<file path="config.mk">
export PLATFORM = sky130hd
export DESIGN_NAME = disk_dma_controller_core
export DESIGN_NICKNAME = d
export VERILOG_FILES = /design/src/ddc_pkg.sv /design/src/ddc_ctrl.sv /design/src/ddc_datapath.sv /design/src/disk_dma_controller_core.sv
export SDC_FILE = /design/constraint.sdc
export NUM_CORES = 1
export LEC_CHECK = 0
export BUFFER_PORTS_ARGS = -buffer_cell sky130_fd_sc_hd__buf_2
export CAP_MARGIN = 20
export CORE_ASPECT_RATIO = 0.6
export CORE_UTILIZATION = 29
export CTS_BUF_LIST = sky130_fd_sc_hd__clkbuf_8
export CTS_CLUSTER_SIZE = 24
export DETAILED_ROUTE_END_ITERATION = 16
export SLEW_MARGIN = 20
export SYNTH_ARGS = -nofsm -noshare
export SYNTH_HDL_FRONTEND = slang
export SYNTH_SLANG_ARGS = --single-unit
</file>
<file path="constraint.sdc">
create_clock -name clk_i -period 6.6 [get_ports clk_i]
set_clock_uncertainty 0.1 [all_clocks]
set_input_delay 0.99 -clock clk_i [delete_from_list [all_inputs] [get_ports clk_i]]
set_output_delay 0.99 -clock clk_i [all_outputs]
set_load 0.02 [all_outputs]
</file>
<file path="src/ddc_pkg.sv">
//------------------------------------------------------------------------------
// ddc_pkg
// Types and constants shared by the disk DMA controller modules.
//------------------------------------------------------------------------------
package ddc_pkg;

  // Operation carried in the input tuser.
  typedef enum logic [1:0] {
    OP_READ  = 2'd0,
    OP_WRITE = 2'd1,
    OP_TICK  = 2'd2
  } op_e;

  // Kind of a result beat, carried in the output tuser.
  typedef enum logic [1:0] {
    KIND_READ_DATA = 2'd0,
    KIND_XFER      = 2'd1,
    KIND_IRQ       = 2'd2
  } kind_e;

  // Architectural control state of the DMA engine.
  typedef enum logic [2:0] {
    CTL_INIT  = 3'd0,
    CTL_WAIT  = 3'd1,
    CTL_READ  = 3'd2,
    CTL_WRITE = 3'd3,
    CTL_DONE  = 3'd4
  } ctl_state_e;

  // Sequencer phase of the controller.
  typedef enum logic [2:0] {
    PH_IDLE,
    PH_DECODE,
    PH_READ_OUT,
    PH_CHECK,
    PH_IRQ,
    PH_BURST
  } phase_e;

  // Configuration register indexes.
  localparam logic [1:0] CFG_DEVICE_TYPE = 2'd0;
  localparam logic [1:0] CFG_VENDOR_ID   = 2'd1;
  localparam logic [1:0] CFG_DISK_SIZE   = 2'd2;

  // Byte register map.
  localparam logic [4:0] REG_DEV_LO    = 5'd0;
  localparam logic [4:0] REG_DEV_HI    = 5'd1;
  localparam logic [4:0] REG_VERSION   = 5'd2;
  localparam logic [4:0] REG_VARIATION = 5'd4;
  localparam logic [4:0] REG_VENDOR    = 5'd5;
  localparam logic [4:0] REG_SIZE_0    = 5'd8;
  localparam logic [4:0] REG_SIZE_3    = 5'd11;
  localparam logic [4:0] REG_DPOS_0    = 5'd12;
  localparam logic [4:0] REG_DPOS_3    = 5'd15;
  localparam logic [4:0] REG_MPOS_0    = 5'd16;
  localparam logic [4:0] REG_MPOS_3    = 5'd19;
  localparam logic [4:0] REG_LEN_0     = 5'd20;
  localparam logic [4:0] REG_LEN_3     = 5'd23;
  localparam logic [4:0] REG_CTRL      = 5'd24;
  localparam logic [4:0] REG_SPARE_0   = 5'd25;
  localparam logic [4:0] REG_SPARE_6   = 5'd31;

  localparam int SPARE_DEPTH = 7;

  localparam logic [7:0] VERSION_VAL   = 8'h01;
  localparam logic [7:0] VARIATION_VAL = 8'h01;

  // Control register encodings.
  localparam logic [7:0] CTL_BIT_IDLE  = 8'h01;
  localparam logic [7:0] CTL_BIT_READ  = 8'h02;
  localparam logic [7:0] CTL_BIT_WRITE = 8'h04;

  // Commands from the controller to the datapath.
  typedef struct packed {
    logic       capture;
    logic       reg_write;
    logic       tick_add;
    logic       tick_sub;
    logic       advance;
    ctl_state_e ctl_state;
  } dp_cmd_t;

  // Status from the datapath to the controller.
  typedef struct packed {
    op_e  op;
    logic granted;
    logic start_read;
    logic start_write;
    logic acc_fire;
    logic xfer_more;
    logic xfer_final;
  } dp_status_t;

  // Result beat request from the controller.
  typedef struct packed {
    logic  valid;
    kind_e kind;
    logic  last;
    logic  direction;
  } emit_t;

endpackage

</file>
<file path="src/ddc_ctrl.sv">
//------------------------------------------------------------------------------
// ddc_ctrl
// Controller: sequences each item and holds the DMA control state.
//------------------------------------------------------------------------------
module ddc_ctrl #(
  parameter int BURST_BYTES = 16
) (
  input  logic                clk_i,
  input  logic                rst_ni,
  input  logic                in_valid_i,
  output logic                in_ready_o,
  input  logic                out_ready_i,
  input  ddc_pkg::dp_status_t status_i,
  output ddc_pkg::dp_cmd_t    cmd_o,
  output ddc_pkg::emit_t      emit_o
);

  localparam int CNT_W = $clog2(BURST_BYTES + 1);

  ddc_pkg::phase_e     phase_q, phase_d;
  ddc_pkg::ctl_state_e ctl_q, ctl_d;
  logic [CNT_W-1:0]    cnt_q, cnt_d;
  logic                burst_go;

  assign burst_go = (cnt_q < CNT_W'(BURST_BYTES)) && status_i.xfer_more;

  always_ff @(posedge clk_i or negedge rst_ni) begin
    if (!rst_ni) begin
      phase_q <= ddc_pkg::PH_IDLE;
      ctl_q   <= ddc_pkg::CTL_INIT;
      cnt_q   <= '0;
    end else begin
      phase_q <= phase_d;
      ctl_q   <= ctl_d;
      cnt_q   <= cnt_d;
    end
  end

  // Next state.
  always_comb begin
    phase_d = phase_q;
    ctl_d   = ctl_q;
    cnt_d   = cnt_q;
    case (phase_q)
      ddc_pkg::PH_IDLE: begin
        if (in_valid_i) phase_d = ddc_pkg::PH_DECODE;
      end
      ddc_pkg::PH_DECODE: begin
        case (status_i.op)
          ddc_pkg::OP_READ: phase_d = ddc_pkg::PH_READ_OUT;
          ddc_pkg::OP_WRITE: begin
            phase_d = ddc_pkg::PH_IDLE;
            if (ctl_q == ddc_pkg::CTL_WAIT) begin
              if (status_i.start_read) ctl_d = ddc_pkg::CTL_READ;
              else if (status_i.start_write) ctl_d = ddc_pkg::CTL_WRITE;
            end
          end
          ddc_pkg::OP_TICK: phase_d = ddc_pkg::PH_CHECK;
          default: phase_d = ddc_pkg::PH_IDLE;
        endcase
      end
      ddc_pkg::PH_READ_OUT: begin
        if (out_ready_i) phase_d = ddc_pkg::PH_IDLE;
      end
      ddc_pkg::PH_CHECK: begin
        phase_d = ddc_pkg::PH_IDLE;
        if (status_i.acc_fire) begin
          case (ctl_q)
            ddc_pkg::CTL_INIT, ddc_pkg::CTL_DONE: phase_d = ddc_pkg::PH_IRQ;
            ddc_pkg::CTL_READ, ddc_pkg::CTL_WRITE: begin
              phase_d = ddc_pkg::PH_BURST;
              cnt_d   = '0;
            end
            ddc_pkg::CTL_WAIT: phase_d = ddc_pkg::PH_IDLE;
            default: ctl_d = ddc_pkg::CTL_INIT;
          endcase
        end
      end
      ddc_pkg::PH_IRQ: begin
        if (out_ready_i) begin
          phase_d = ddc_pkg::PH_IDLE;
          if (status_i.granted) ctl_d = ddc_pkg::CTL_WAIT;
        end
      end
      ddc_pkg::PH_BURST: begin
        if (burst_go) begin
          if (out_ready_i) cnt_d = cnt_q + CNT_W'(1);
        end else begin
          // Burst exhausted: the transfer is over unless more bytes remain.
          if (!status_i.xfer_more) ctl_d = ddc_pkg::CTL_DONE;
          phase_d = ddc_pkg::PH_IDLE;
        end
      end
      default: phase_d = ddc_pkg::PH_IDLE;
    endcase
  end

  // Outputs.
  always_comb begin
    in_ready_o        = 1'b0;
    cmd_o             = '0;
    cmd_o.ctl_state   = ctl_q;
    emit_o            = '0;
    emit_o.kind       = ddc_pkg::KIND_READ_DATA;
    emit_o.direction  = (ctl_q == ddc_pkg::CTL_WRITE);
    case (phase_q)
      ddc_pkg::PH_IDLE: begin
        in_ready_o    = 1'b1;
        cmd_o.capture = in_valid_i;
      end
      ddc_pkg::PH_DECODE: begin
        cmd_o.reg_write = (status_i.op == ddc_pkg::OP_WRITE);
        cmd_o.tick_add  = (status_i.op == ddc_pkg::OP_TICK);
      end
      ddc_pkg::PH_READ_OUT: begin
        emit_o.valid = 1'b1;
        emit_o.last  = 1'b1;
      end
      ddc_pkg::PH_CHECK: begin
        cmd_o.tick_sub = status_i.acc_fire;
      end
      ddc_pkg::PH_IRQ: begin
        emit_o.valid = 1'b1;
        emit_o.kind  = ddc_pkg::KIND_IRQ;
        emit_o.last  = 1'b1;
      end
      ddc_pkg::PH_BURST: begin
        if (burst_go) begin
          emit_o.valid  = 1'b1;
          emit_o.kind   = ddc_pkg::KIND_XFER;
          emit_o.last   = status_i.xfer_final || (cnt_q == CNT_W'(BURST_BYTES - 1));
          cmd_o.advance = out_ready_i;
        end
      end
      default: in_ready_o = 1'b0;
    endcase
  end

endmodule

</file>
<file path="src/ddc_datapath.sv">
//------------------------------------------------------------------------------
// ddc_datapath
// Datapath: item capture, register bank, tick accumulator and DMA pointers.
//------------------------------------------------------------------------------
module ddc_datapath #(
  parameter int TICK_DELAY = 128,
  parameter int REG_BYTES  = 32
) (
  input  logic                clk_i,
  input  logic                rst_ni,
  input  logic [1:0]          cfg_we_idx_i,
  input  logic                cfg_we_i,
  input  logic [31:0]         cfg_data_i,
  input  ddc_pkg::op_e        op_i,
  input  logic [4:0]          reg_index_i,
  input  logic [7:0]          write_data_i,
  input  logic [15:0]         cycles_i,
  input  logic                irq_granted_i,
  input  ddc_pkg::dp_cmd_t    cmd_i,
  output ddc_pkg::dp_status_t status_o,
  output logic [7:0]          read_data_o,
  output logic [31:0]         disk_pos_o,
  output logic [31:0]         mem_pos_o
);

  // Captured item.
  ddc_pkg::op_e op_q;
  logic [4:0]   idx_q;
  logic [7:0]   wdata_q;
  logic [15:0]  cycles_q;
  logic         granted_q;

  // Configuration.
  logic [15:0] dev_type_q;
  logic [7:0]  vendor_q;
  logic [31:0] disk_size_q;

  // Engine state.
  logic [31:0] acc_q, acc_d;
  logic [31:0] dpos_q, dpos_d;
  logic [31:0] mpos_q, mpos_d;
  logic [31:0] len_q, len_d;
  logic [7:0]  spare_q [ddc_pkg::SPARE_DEPTH];
  logic [2:0]  spare_idx;
  logic        in_bank;

  assign in_bank   = (int'(idx_q) < REG_BYTES);
  assign spare_idx = 3'(idx_q - ddc_pkg::REG_SPARE_0);

  always_ff @(posedge clk_i) begin
    if (cmd_i.capture) begin
      op_q      <= op_i;
      idx_q     <= reg_index_i;
      wdata_q   <= write_data_i;
      cycles_q  <= cycles_i;
      granted_q <= irq_granted_i;
    end
  end

  always_ff @(posedge clk_i or negedge rst_ni) begin
    if (!rst_ni) begin
      dev_type_q  <= '0;
      vendor_q    <= '0;
      disk_size_q <= '0;
    end else if (cfg_we_i) begin
      case (cfg_we_idx_i)
        ddc_pkg::CFG_DEVICE_TYPE: dev_type_q  <= cfg_data_i[15:0];
        ddc_pkg::CFG_VENDOR_ID:   vendor_q    <= cfg_data_i[7:0];
        ddc_pkg::CFG_DISK_SIZE:   disk_size_q <= cfg_data_i;
        default: ;
      endcase
    end
  end

  always_comb begin
    acc_d  = acc_q;
    dpos_d = dpos_q;
    mpos_d = mpos_q;
    len_d  = len_q;
    if (cmd_i.tick_add) acc_d = acc_q + 32'(cycles_q);
    if (cmd_i.tick_sub) acc_d = acc_q - 32'(TICK_DELAY);
    if (cmd_i.reg_write && in_bank) begin
      case (idx_q) inside
        [ddc_pkg::REG_DPOS_0:ddc_pkg::REG_DPOS_3]: dpos_d[8*idx_q[1:0] +: 8] = wdata_q;
        [ddc_pkg::REG_MPOS_0:ddc_pkg::REG_MPOS_3]: mpos_d[8*idx_q[1:0] +: 8] = wdata_q;
        [ddc_pkg::REG_LEN_0:ddc_pkg::REG_LEN_3]:   len_d[8*idx_q[1:0] +: 8]  = wdata_q;
        default: ;
      endcase
    end
    if (cmd_i.advance) begin
      dpos_d = dpos_q + 32'd1;
      mpos_d = mpos_q + 32'd1;
      len_d  = len_q - 32'd1;
    end
  end

  always_ff @(posedge clk_i or negedge rst_ni) begin
    if (!rst_ni) begin
      acc_q  <= '0;
      dpos_q <= '0;
      mpos_q <= '0;
      len_q  <= '0;
      for (int i = 0; i < ddc_pkg::SPARE_DEPTH; i++) spare_q[i] <= '0;
    end else begin
      acc_q  <= acc_d;
      dpos_q <= dpos_d;
      mpos_q <= mpos_d;
      len_q  <= len_d;
      if (cmd_i.reg_write && in_bank && idx_q >= ddc_pkg::REG_SPARE_0) begin
        spare_q[spare_idx] <= wdata_q;
      end
    end
  end

  // Register read multiplexer.
  always_comb begin
    read_data_o = '0;
    if (in_bank) begin
      case (idx_q) inside
        ddc_pkg::REG_DEV_LO:    read_data_o = dev_type_q[7:0];
        ddc_pkg::REG_DEV_HI:    read_data_o = dev_type_q[15:8];
        ddc_pkg::REG_VERSION:   read_data_o = ddc_pkg::VERSION_VAL;
        ddc_pkg::REG_VARIATION: read_data_o = ddc_pkg::VARIATION_VAL;
        ddc_pkg::REG_VENDOR:    read_data_o = vendor_q;
        [ddc_pkg::REG_SIZE_0:ddc_pkg::REG_SIZE_3]:
          read_data_o = disk_size_q[8*idx_q[1:0] +: 8];
        [ddc_pkg::REG_DPOS_0:ddc_pkg::REG_DPOS_3]:
          read_data_o = dpos_q[8*idx_q[1:0] +: 8];
        [ddc_pkg::REG_MPOS_0:ddc_pkg::REG_MPOS_3]:
          read_data_o = mpos_q[8*idx_q[1:0] +: 8];
        [ddc_pkg::REG_LEN_0:ddc_pkg::REG_LEN_3]:
          read_data_o = len_q[8*idx_q[1:0] +: 8];
        ddc_pkg::REG_CTRL: begin
          case (cmd_i.ctl_state)
            ddc_pkg::CTL_WAIT:  read_data_o = '0;
            ddc_pkg::CTL_READ:  read_data_o = ddc_pkg::CTL_BIT_READ;
            ddc_pkg::CTL_WRITE: read_data_o = ddc_pkg::CTL_BIT_WRITE;
            default:            read_data_o = ddc_pkg::CTL_BIT_IDLE;
          endcase
        end
        [ddc_pkg::REG_SPARE_0:ddc_pkg::REG_SPARE_6]: read_data_o = spare_q[spare_idx];
        default: read_data_o = '0;
      endcase
    end
  end

  always_comb begin
    status_o.op          = op_q;
    status_o.granted     = granted_q;
    status_o.start_read  = (idx_q == ddc_pkg::REG_CTRL) && |(wdata_q & ddc_pkg::CTL_BIT_READ);
    status_o.start_write = (idx_q == ddc_pkg::REG_CTRL) && |(wdata_q & ddc_pkg::CTL_BIT_WRITE);
    status_o.acc_fire    = (acc_q >= 32'(TICK_DELAY));
    status_o.xfer_more   = (len_q != '0) && (dpos_q < disk_size_q);
    // With the disk pointer below the size, pointer plus one cannot wrap.
    status_o.xfer_final  = (len_q == 32'd1) || ((dpos_q + 32'd1) == disk_size_q);
  end

  assign disk_pos_o = dpos_q;
  assign mem_pos_o  = mpos_q;

endmodule

</file>
<file path="src/disk_dma_controller_core.sv">
//------------------------------------------------------------------------------
// disk_dma_controller_core
// Byte-register disk DMA controller with a stream input and a stream output.
//
// Each input beat carries one operation in tuser: a register read, a register
// write or a time tick. A read returns one read-data beat; a write returns
// nothing. A tick adds its cycle count to an accumulator; when the accumulator
// has reached at least TICK_DELAY the tick fires. In the init or done state a
// firing tick returns one interrupt-request beat and moves to wait if the
// grant flag was set. In the read or write state it returns up to BURST_BYTES
// transfer-command beats, one per cycle unless the receiver stalls, each with
// disk and memory addresses. tlast marks the final beat caused by an input
// beat. One item is worked on at a time: the sequencer does not take a new
// input beat until it is through with the last one. The output register lets
// the next beat be presented while the previous one waits; when the receiver
// stalls, the sequencer holds and nothing is lost. Reset returns the engine
// to the init state with all pointers, the accumulator and the configuration
// at zero. Configuration writes are taken at any edge with the write enable
// high.
//------------------------------------------------------------------------------
module disk_dma_controller_core #(
  parameter int TICK_DELAY  = 128,
  parameter int BURST_BYTES = 16,
  parameter int REG_BYTES   = 32
) (
  input  logic        clk_i,
  input  logic        rst_ni,
  // Configuration write port.
  input  logic        cfg_we_i,
  input  logic [1:0]  cfg_index_i,
  input  logic [31:0] cfg_data_i,
  // Input stream.
  input  logic        s_axis_tvalid,
  output logic        s_axis_tready,
  input  logic [31:0] s_axis_tdata,  // reg_index[4:0], write_data[12:5],
                                     // cycles[28:13], irq_granted[29]
  input  logic [1:0]  s_axis_tuser,  // opcode[1:0]
  // Output stream.
  output logic        m_axis_tvalid,
  input  logic        m_axis_tready,
  output logic [79:0] m_axis_tdata,  // read_data[7:0], disk_address[39:8],
                                     // memory_address[71:40], direction[72]
  output logic [1:0]  m_axis_tuser,  // kind[1:0]
  output logic        m_axis_tlast
);

  ddc_pkg::dp_cmd_t    cmd;
  ddc_pkg::dp_status_t status;
  ddc_pkg::emit_t      emit;

  logic [7:0]  read_data;
  logic [31:0] disk_pos;
  logic [31:0] mem_pos;
  logic        out_ready;
  logic        out_load;

  // Output register state.
  logic        out_valid_q;
  logic [1:0]  out_kind_q;
  logic        out_last_q;
  logic [7:0]  out_rd_q;
  logic [31:0] out_da_q;
  logic [31:0] out_ma_q;
  logic        out_dir_q;

  ddc_ctrl #(
    .BURST_BYTES(BURST_BYTES)
  ) u_ctrl (
    .clk_i      (clk_i),
    .rst_ni     (rst_ni),
    .in_valid_i (s_axis_tvalid),
    .in_ready_o (s_axis_tready),
    .out_ready_i(out_ready),
    .status_i   (status),
    .cmd_o      (cmd),
    .emit_o     (emit)
  );

  ddc_datapath #(
    .TICK_DELAY(TICK_DELAY),
    .REG_BYTES (REG_BYTES)
  ) u_datapath (
    .clk_i        (clk_i),
    .rst_ni       (rst_ni),
    .cfg_we_idx_i (cfg_index_i),
    .cfg_we_i     (cfg_we_i),
    .cfg_data_i   (cfg_data_i),
    .op_i         (ddc_pkg::op_e'(s_axis_tuser)),
    .reg_index_i  (s_axis_tdata[4:0]),
    .write_data_i (s_axis_tdata[12:5]),
    .cycles_i     (s_axis_tdata[28:13]),
    .irq_granted_i(s_axis_tdata[29]),
    .cmd_i        (cmd),
    .status_o     (status),
    .read_data_o  (read_data),
    .disk_pos_o   (disk_pos),
    .mem_pos_o    (mem_pos)
  );

  // The output register takes a new beat whenever it is empty or being drained.
  assign out_ready = !out_valid_q || m_axis_tready;
  assign out_load  = emit.valid && out_ready;

  always_ff @(posedge clk_i or negedge rst_ni) begin
    if (!rst_ni) begin
      out_valid_q <= 1'b0;
    end else if (out_ready) begin
      out_valid_q <= emit.valid;
    end
  end

  // Fields that have no meaning for a beat's kind are sent as zero.
  always_ff @(posedge clk_i) begin
    if (out_load) begin
      out_kind_q <= emit.kind;
      out_last_q <= emit.last;
      out_rd_q   <= (emit.kind == ddc_pkg::KIND_READ_DATA) ? read_data : 8'd0;
      out_da_q   <= (emit.kind == ddc_pkg::KIND_XFER) ? disk_pos : 32'd0;
      out_ma_q   <= (emit.kind == ddc_pkg::KIND_XFER) ? mem_pos : 32'd0;
      out_dir_q  <= (emit.kind == ddc_pkg::KIND_XFER) && emit.direction;
    end
  end

  assign m_axis_tvalid = out_valid_q;
  assign m_axis_tuser  = out_kind_q;
  assign m_axis_tlast  = out_last_q;
  assign m_axis_tdata  = {7'd0, out_dir_q, out_ma_q, out_da_q, out_rd_q};

endmodule
</file>
======== Word-level counts from Yosys, hierarchy flattened ========
Cells that the tools add are included.
operators by class
  equal/unequal tests ..................... 38
  add/subtract/negate cells ............... 8
  mux-type cells .......................... 68
  magnitude comparators ................... 15
  bitwise logic cells ..................... 1
  reduce and logical (&&, ||, !) cells .... 44
  shifts and indexed selects .............. 6
operators by type and width
  operator                                                            number
  2-to-1 mux 32 bit                                                   14
  variable part select 32 x 6 -> 8 bit                                4
  2-to-1 mux 8 bit                                                    14
  bitwise mux 32 bit                                                  3
  adder 32 x 1 -> 32 bit, second input constant                       2
  bitwise mux 56 bit                                                  1
  2-to-1 mux 3 bit                                                    14
  negator 5 -> 34 bit                                                 1
  variable shift 8 x 34 -> 32 bit, first input constant               1
  variable part select 8 x 34 -> 32 bit                               1
  adder 32 x 16 -> 32 bit                                             1
  == test 32 x 1 -> 1 bit, second input constant                      1
  == test 32 bit                                                      1
  greater-or-equal comparator 32 x 8 -> 1 bit, second input constant  1
  < comparator 32 bit                                                 1
  nonzero test 32 bit                                                 1
  subtractor 32 x 1 -> 32 bit, second input constant                  1
  subtractor 32 x 8 -> 32 bit, second input constant                  1
  binary-select mux 8 bit (select 3 bit)                              1
  demux 8 bit (select 3 bit)                                          1
  2-to-1 mux 5 bit                                                    4
  inequality test 2 bit, second input constant                        8
  greater-or-equal comparator 5 bit, second input constant            3
  less-or-equal comparator 5 bit, second input constant               3
  45 further kinds                                                    97
storage, ports and cells
  register bits ........................... 360
  output and inout bits ................... 85

======== Longest topological paths before layout ========
  word-level depth ........................ 16
  depth in mapped cells ................... 13

======== Cells and area by module ========
A second synthesis with hierarchy kept.
second synthesis, totals
  cells, all modules ...................... 1,978
  area, all modules ....................... 20,811.2 µm²
modules (own cells, without submodules)
  module                    times used  area each (µm²)  seq. area each (µm²)  cells an instance
  ddc_datapath              1           17,058.9         6,966.7               1,717
  disk_dma_controller_core  1           2,935.3          2,307.2               171
  ddc_ctrl                  1           817.0            275.3                 90

======== Worst setup path after synthesis ========
Ideal clock, no wire load.
  path type ............................... register to register
  start point ............................. register u_datapath.disk_size_q[7]
  end point ............................... register out_last_q, in the netlist m_axis_tlast, enable pin
  slack ................................... 195 ps
  setup time .............................. 511 ps
  data arrival time ....................... 5,794 ps
  clock period less this slack ............ 6,405 ps
  cell stages (with the launch flop) ...... 13
  path through ............................ dfrtp_1 > inv_1 > ha_1 > a211oi_2 > and3_1 > a221oi_1 > o311a_1 > or4_4 > inv_2 > buf_2 > clkbuf_1 > nor2_1 > nor2_1
on the way
  longest elaborated chain between the ends .. 6
RTL lines
  item                                RTL line                         text
  from (decl)                         ddc_datapath.sv:36               logic [31:0] disk_size_q;
  from (signal assigned)              ddc_datapath.sv:69               ddc_pkg::CFG_DISK_SIZE: disk_size_q <= cfg_data_i;
  < comparator 32 bit                 ddc_datapath.sv:153              status_o.xfer_more = (len_q != '0) && (dpos_q < disk_size_q);
  logical AND 1 bit                   ddc_datapath.sv:153
  logical AND 1 bit                   ddc_ctrl.sv:25                   assign burst_go = (cnt_q < CNT_W'(BURST_BYTES)) && status_i.xfer_more;
  2-to-1 mux 4 bit                    ddc_ctrl.sv:128                  if (burst_go) begin
  one-hot mux 1 bit (2 select lines)  ddc_ctrl.sv:106                  case (phase_q)
  logical AND 1 bit                   disk_dma_controller_core.sv:102  assign out_load = emit.valid && out_ready;
  named net out_load                  disk_dma_controller_core.sv:55   logic out_load;
  to (signal assigned)                disk_dma_controller_core.sv:116  out_last_q <= emit.last;
  to (decl)                           disk_dma_controller_core.sv:60   logic out_last_q;
The timed path passes the listed nets, and every way through them passes these cells.
A chain may end at the register's enable or synchronous reset.

======== Final worst setup path ========
  start point ............................. register u_datapath.disk_size_q[10]
  end point ............................... register u_datapath.mpos_q[26], in the netlist u_datapath.mem_pos_o[26]
on the way
  longest elaborated chain between the ends .. 7
  elaborated cells on any way between the ends .. 10
RTL lines
  item                                                                                 RTL line             text
  < comparator 32 bit (*)                                                              ddc_datapath.sv:153
  logical AND 1 bit (*)                                                                ddc_datapath.sv:153
  logical AND 1 bit (*)                                                                ddc_ctrl.sv:25
  2-to-1 mux 1 bit (*)                                                                 ddc_ctrl.sv:128
  2-to-1 mux 1 bit (*)                                                                 ddc_ctrl.sv:106
  inequality test 2 bit (no source line) / nonzero test 2 bit (equally long branches)  n/a
  AND reduction 3 bit (no source line)                                                 n/a
  to (signal assigned)                                                                 ddc_datapath.sv:107  mpos_q <= mpos_d;
  to (decl)                                                                            ddc_datapath.sv:41   logic [31:0] mpos_q, mpos_d;
Every way passes the cells marked *; elsewhere a longest branch is shown, timed or not.

==> run metrics <==
status completed; Final Cell Area 23600 um2; Async SR Flop Fraction 70.0%; P per Cell Area just under 400 nW/um2; post-synthesis sequential area ratio a little under half; Sequential Area 9550 um2; clock network fraction of design power 21.3%; Cell Area, Synth 20800 um2; max-cap viol count 0; CP cell instances inv_1, ha_1, nand4_1, a211o_1, a221oi_1, o311a_1, or4_4, inv_2, nand2_1, buf_4, nand3_1, a221oi_1; synth unique cells 84; initial antenna violation count 0; internal power between 5000 and 6000 uW; die outline height 209 um; Worst Hold Class in2async; final setup vio count 0; CP max-delay cell dfrtp_1; period utilisation layout 74.2%; RSZ-0062 raised after global routing no; CP most frequent cell a221oi_1; DR DRC count 0; Yosys top cell by area dfrtp_1; clk_lat worst skew about 0.74 ns; TritonCTS Buffers 59; crit path DAT 5.38 ns; Area Growth Syn to Fin 13.9%; CP Data Required Time 7.08 ns; Final Wtd Congestion ~0.96; most common cell in the synthesized netlist dfrtp_1; Detailed Place HPWL 53.3 mm; synthesized area per cell 10.2 um2; I/O pin cnt 158; Setup Buffers After CTS 0; Bufs on Longest Clock Path 3; switch share 42.7%; dpl cell area 22500 um2; initial core utilization 29.5%; fmax 0.204 GHz; Vias 17653; top cells by count, synth dfrtp_1, a21oi_1, nand2_1, nor2_1, mux2_2; sw power 3970 uW; core area 70300 um2; cts hold-fix bufs 0; Iteration-0 DRC Markers 2249; Fin. Hold Viols 0; Yosys top cell area share 30.4%; Placed Instances 3015; TNS Setup 0 ns; Post-synth EDFFs 108; die area 72700 um2; 1st-pass router iterations 6; Worst Setup Path Type reg2reg; Resized cells post-CTS 0; Slew HR roughly 28%; leakage power 0.00968 uW; Comb pwr share 36.2%; Max Slew Vio Count 0; crit-path max FO 47; n_diodes 0; row cnt 75; number of port buffers 148; fin util 33.6%; Detail Route Antenna Nets 0; Worst setup SP type flip-flop; sequential group share of total power a little over two fifths; via/cell ratio 5.65; Sink Count 360; fill cell count roughly 7000; clock slew at reported path FFs 0.07 ns; number of global-route vias before repair 16812; CP endpoint kind flip-flop; Final Net Count 2290; post-layout min period 4.90 ns; Root Buffer clkbuf_8; flops & latches, synth 360; ys flop type dfrtp_1; DR WL/cell ~24 um; VDD IR max 0.159 mV; final non-filler cell total 3125; htree depth 2; warning count from the yosys run 0; CTS tree yes; multi-input logic area approximately 10000 um2; WL final 73.7 mm; slowest stage delay, CP 0.53 ns; grt ovf 0; Least-Margin Pin Slew 1.09 ns; Total Routing Usage GR 19.8%; synth top area cells dfrtp_1, edfxtp_1, mux2_2, a21oi_1, ha_1; Cells after Synth 2027; first-pass GRT wire length 109 mm; largest net degree at the start of global routing between 100 and 150; share of layout cells above drive strength 1 19.7%; die span in x 347 um
worst max-delay path: cells and delay by family, from the launching register on:
kind / cells / cell delay [ns]
compound gates: 4 / 1.39
simple gates: 4 / 1.23
buf+inv: 3 / 1.13
flops: 1 / 0.53
fa+ha+maj: 1 / 0.34
registers in the layout, summed over array words and instances (netlist names), 2 cells and up:
name                    count
u_datapath.acc_q           32
u_datapath.cycles_q        16
u_ctrl.phase_q              3
m_axis_tuser                2
u_datapath.mem_pos_o       32
u_datapath.wdata_q          8
u_datapath.disk_pos_o      32
u_datapath.idx_q            5
u_datapath.len_q           32
u_ctrl.cnt_q                5
u_datapath.op_q             2
u_ctrl.ctl_q                3
u_datapath.disk_size_q     32
out_rd_q                    8
out_ma_q                   32
u_datapath.dev_type_q      16
u_datapath.vendor_q         8
out_da_q                   32
u_datapath.spare_q         56
metal layers:
metal	global-route usage (%)	up-vias	share of wire [%]
met4	5.13	0	2.2
met3	6.60	119	13
met1	29.7	8756	46
met2	26.6	963	40
met5	0	-	0
li1	-	7815	-
cell usage in the layout, fill, tap and decap left out, types with 52 or more instances in the layout:
| cell | n |
|---|---|
| edfxtp_1 | 108 |
| nand2_1 | 137 |
| and2_1 | 61 |
| o21ai_0 | 78 |
| inv_1 | 102 |
| xnor2_1 | 52 |
| buf_2 | 147 |
| clkbuf_8 | 67 |
| nor2_1 | 136 |
| mux2_2 | 117 |
| ha_1 | 63 |
| nand3_1 | 93 |
| a21oi_1 | 170 |
| dfrtp_1 | 252 |
final timing paths:
kind | startpoint | to | slack [ns] | cells past startpoint
max | u_datapath.disk_size_q[10] | u_datapath.mem_pos_o[26] | 1.70 | 12
min | rst_ni | u_datapath.spare_q[4] | 0.04 | 1
max reg2reg | u_datapath.disk_size_q[10] | u_datapath.mem_pos_o[26] | 1.70 | 12
min reg2reg | u_datapath.acc_q[20] | u_datapath.acc_q[20] | 0.38 | 1
max in group asynchronous | rst_ni | u_datapath.mem_pos_o[12] | 5.21 | 2
min in group clk_i | s_axis_tdata[0] | u_datapath.idx_q[0] | 0.33 | 1
cell type report:
cell class | count | share of cell area (%)
clock buffer | 67 | 3.90
clock inverter | 42 | 0.990
inverter | 78 | 1.24
multi-input combinational | 1473 | 44.2
sequential | 360 | 40.4
tap | 924 | 4.89
timing repair buffer | 181 | 4.36
kinds of logic (layout without fill, tap and decap cells):
| kind of cell | count (synthesis) | in the layout | synth area share, % |
|---|---|---|---|
| AND/OR/NAND/NOR | 650 | 650 | 15.8 |
| multiplexers | 162 | 162 | 10.6 |
| XOR/XNOR | 98 | 98 | 4.14 |
| buffers and inverters | 200 | 368 | 3.93 |
| adder cells (fa/ha/maj) | 64 | 64 | 3.89 |
| flip-flops | 360 | 360 | 46.0 |
| other | 1 | 7 | 0.0181 |
| AO/OA/AOI/OAI | 492 | 492 | 15.6 |
power by group through the flow:
| stage | Sequential [uW] | Clock (uW) | Combinational, uW |
|---|---|---|---|
| final | 3960 | 1980 | 3380 |
| after global routing | 4030 | 2130 | 3660 |
| after CTS | 3920 | 2040 | 3330 |
| after detailed placement | 3960 | 0 | 3310 |
| after global placement | 3930 | 0 | 3240 |
| after floorplan | 3660 | 0 | 2290 |
stage by stage:
stage / total power, uW / hold WS [ns] / setup WS [ns]
after floorplan: 5950 / 0.343 / 0.195
after global placement: 7170 / 0.367 / 1.89
after detailed placement: 7270 / 0.365 / 1.88
after CTS: 9290 / 0.281 / 1.85
after global routing: 9820 / 0.0372 / 1.55
final: 9310 / 0.0392 / 1.70
(Power assumes the default switching activity.)
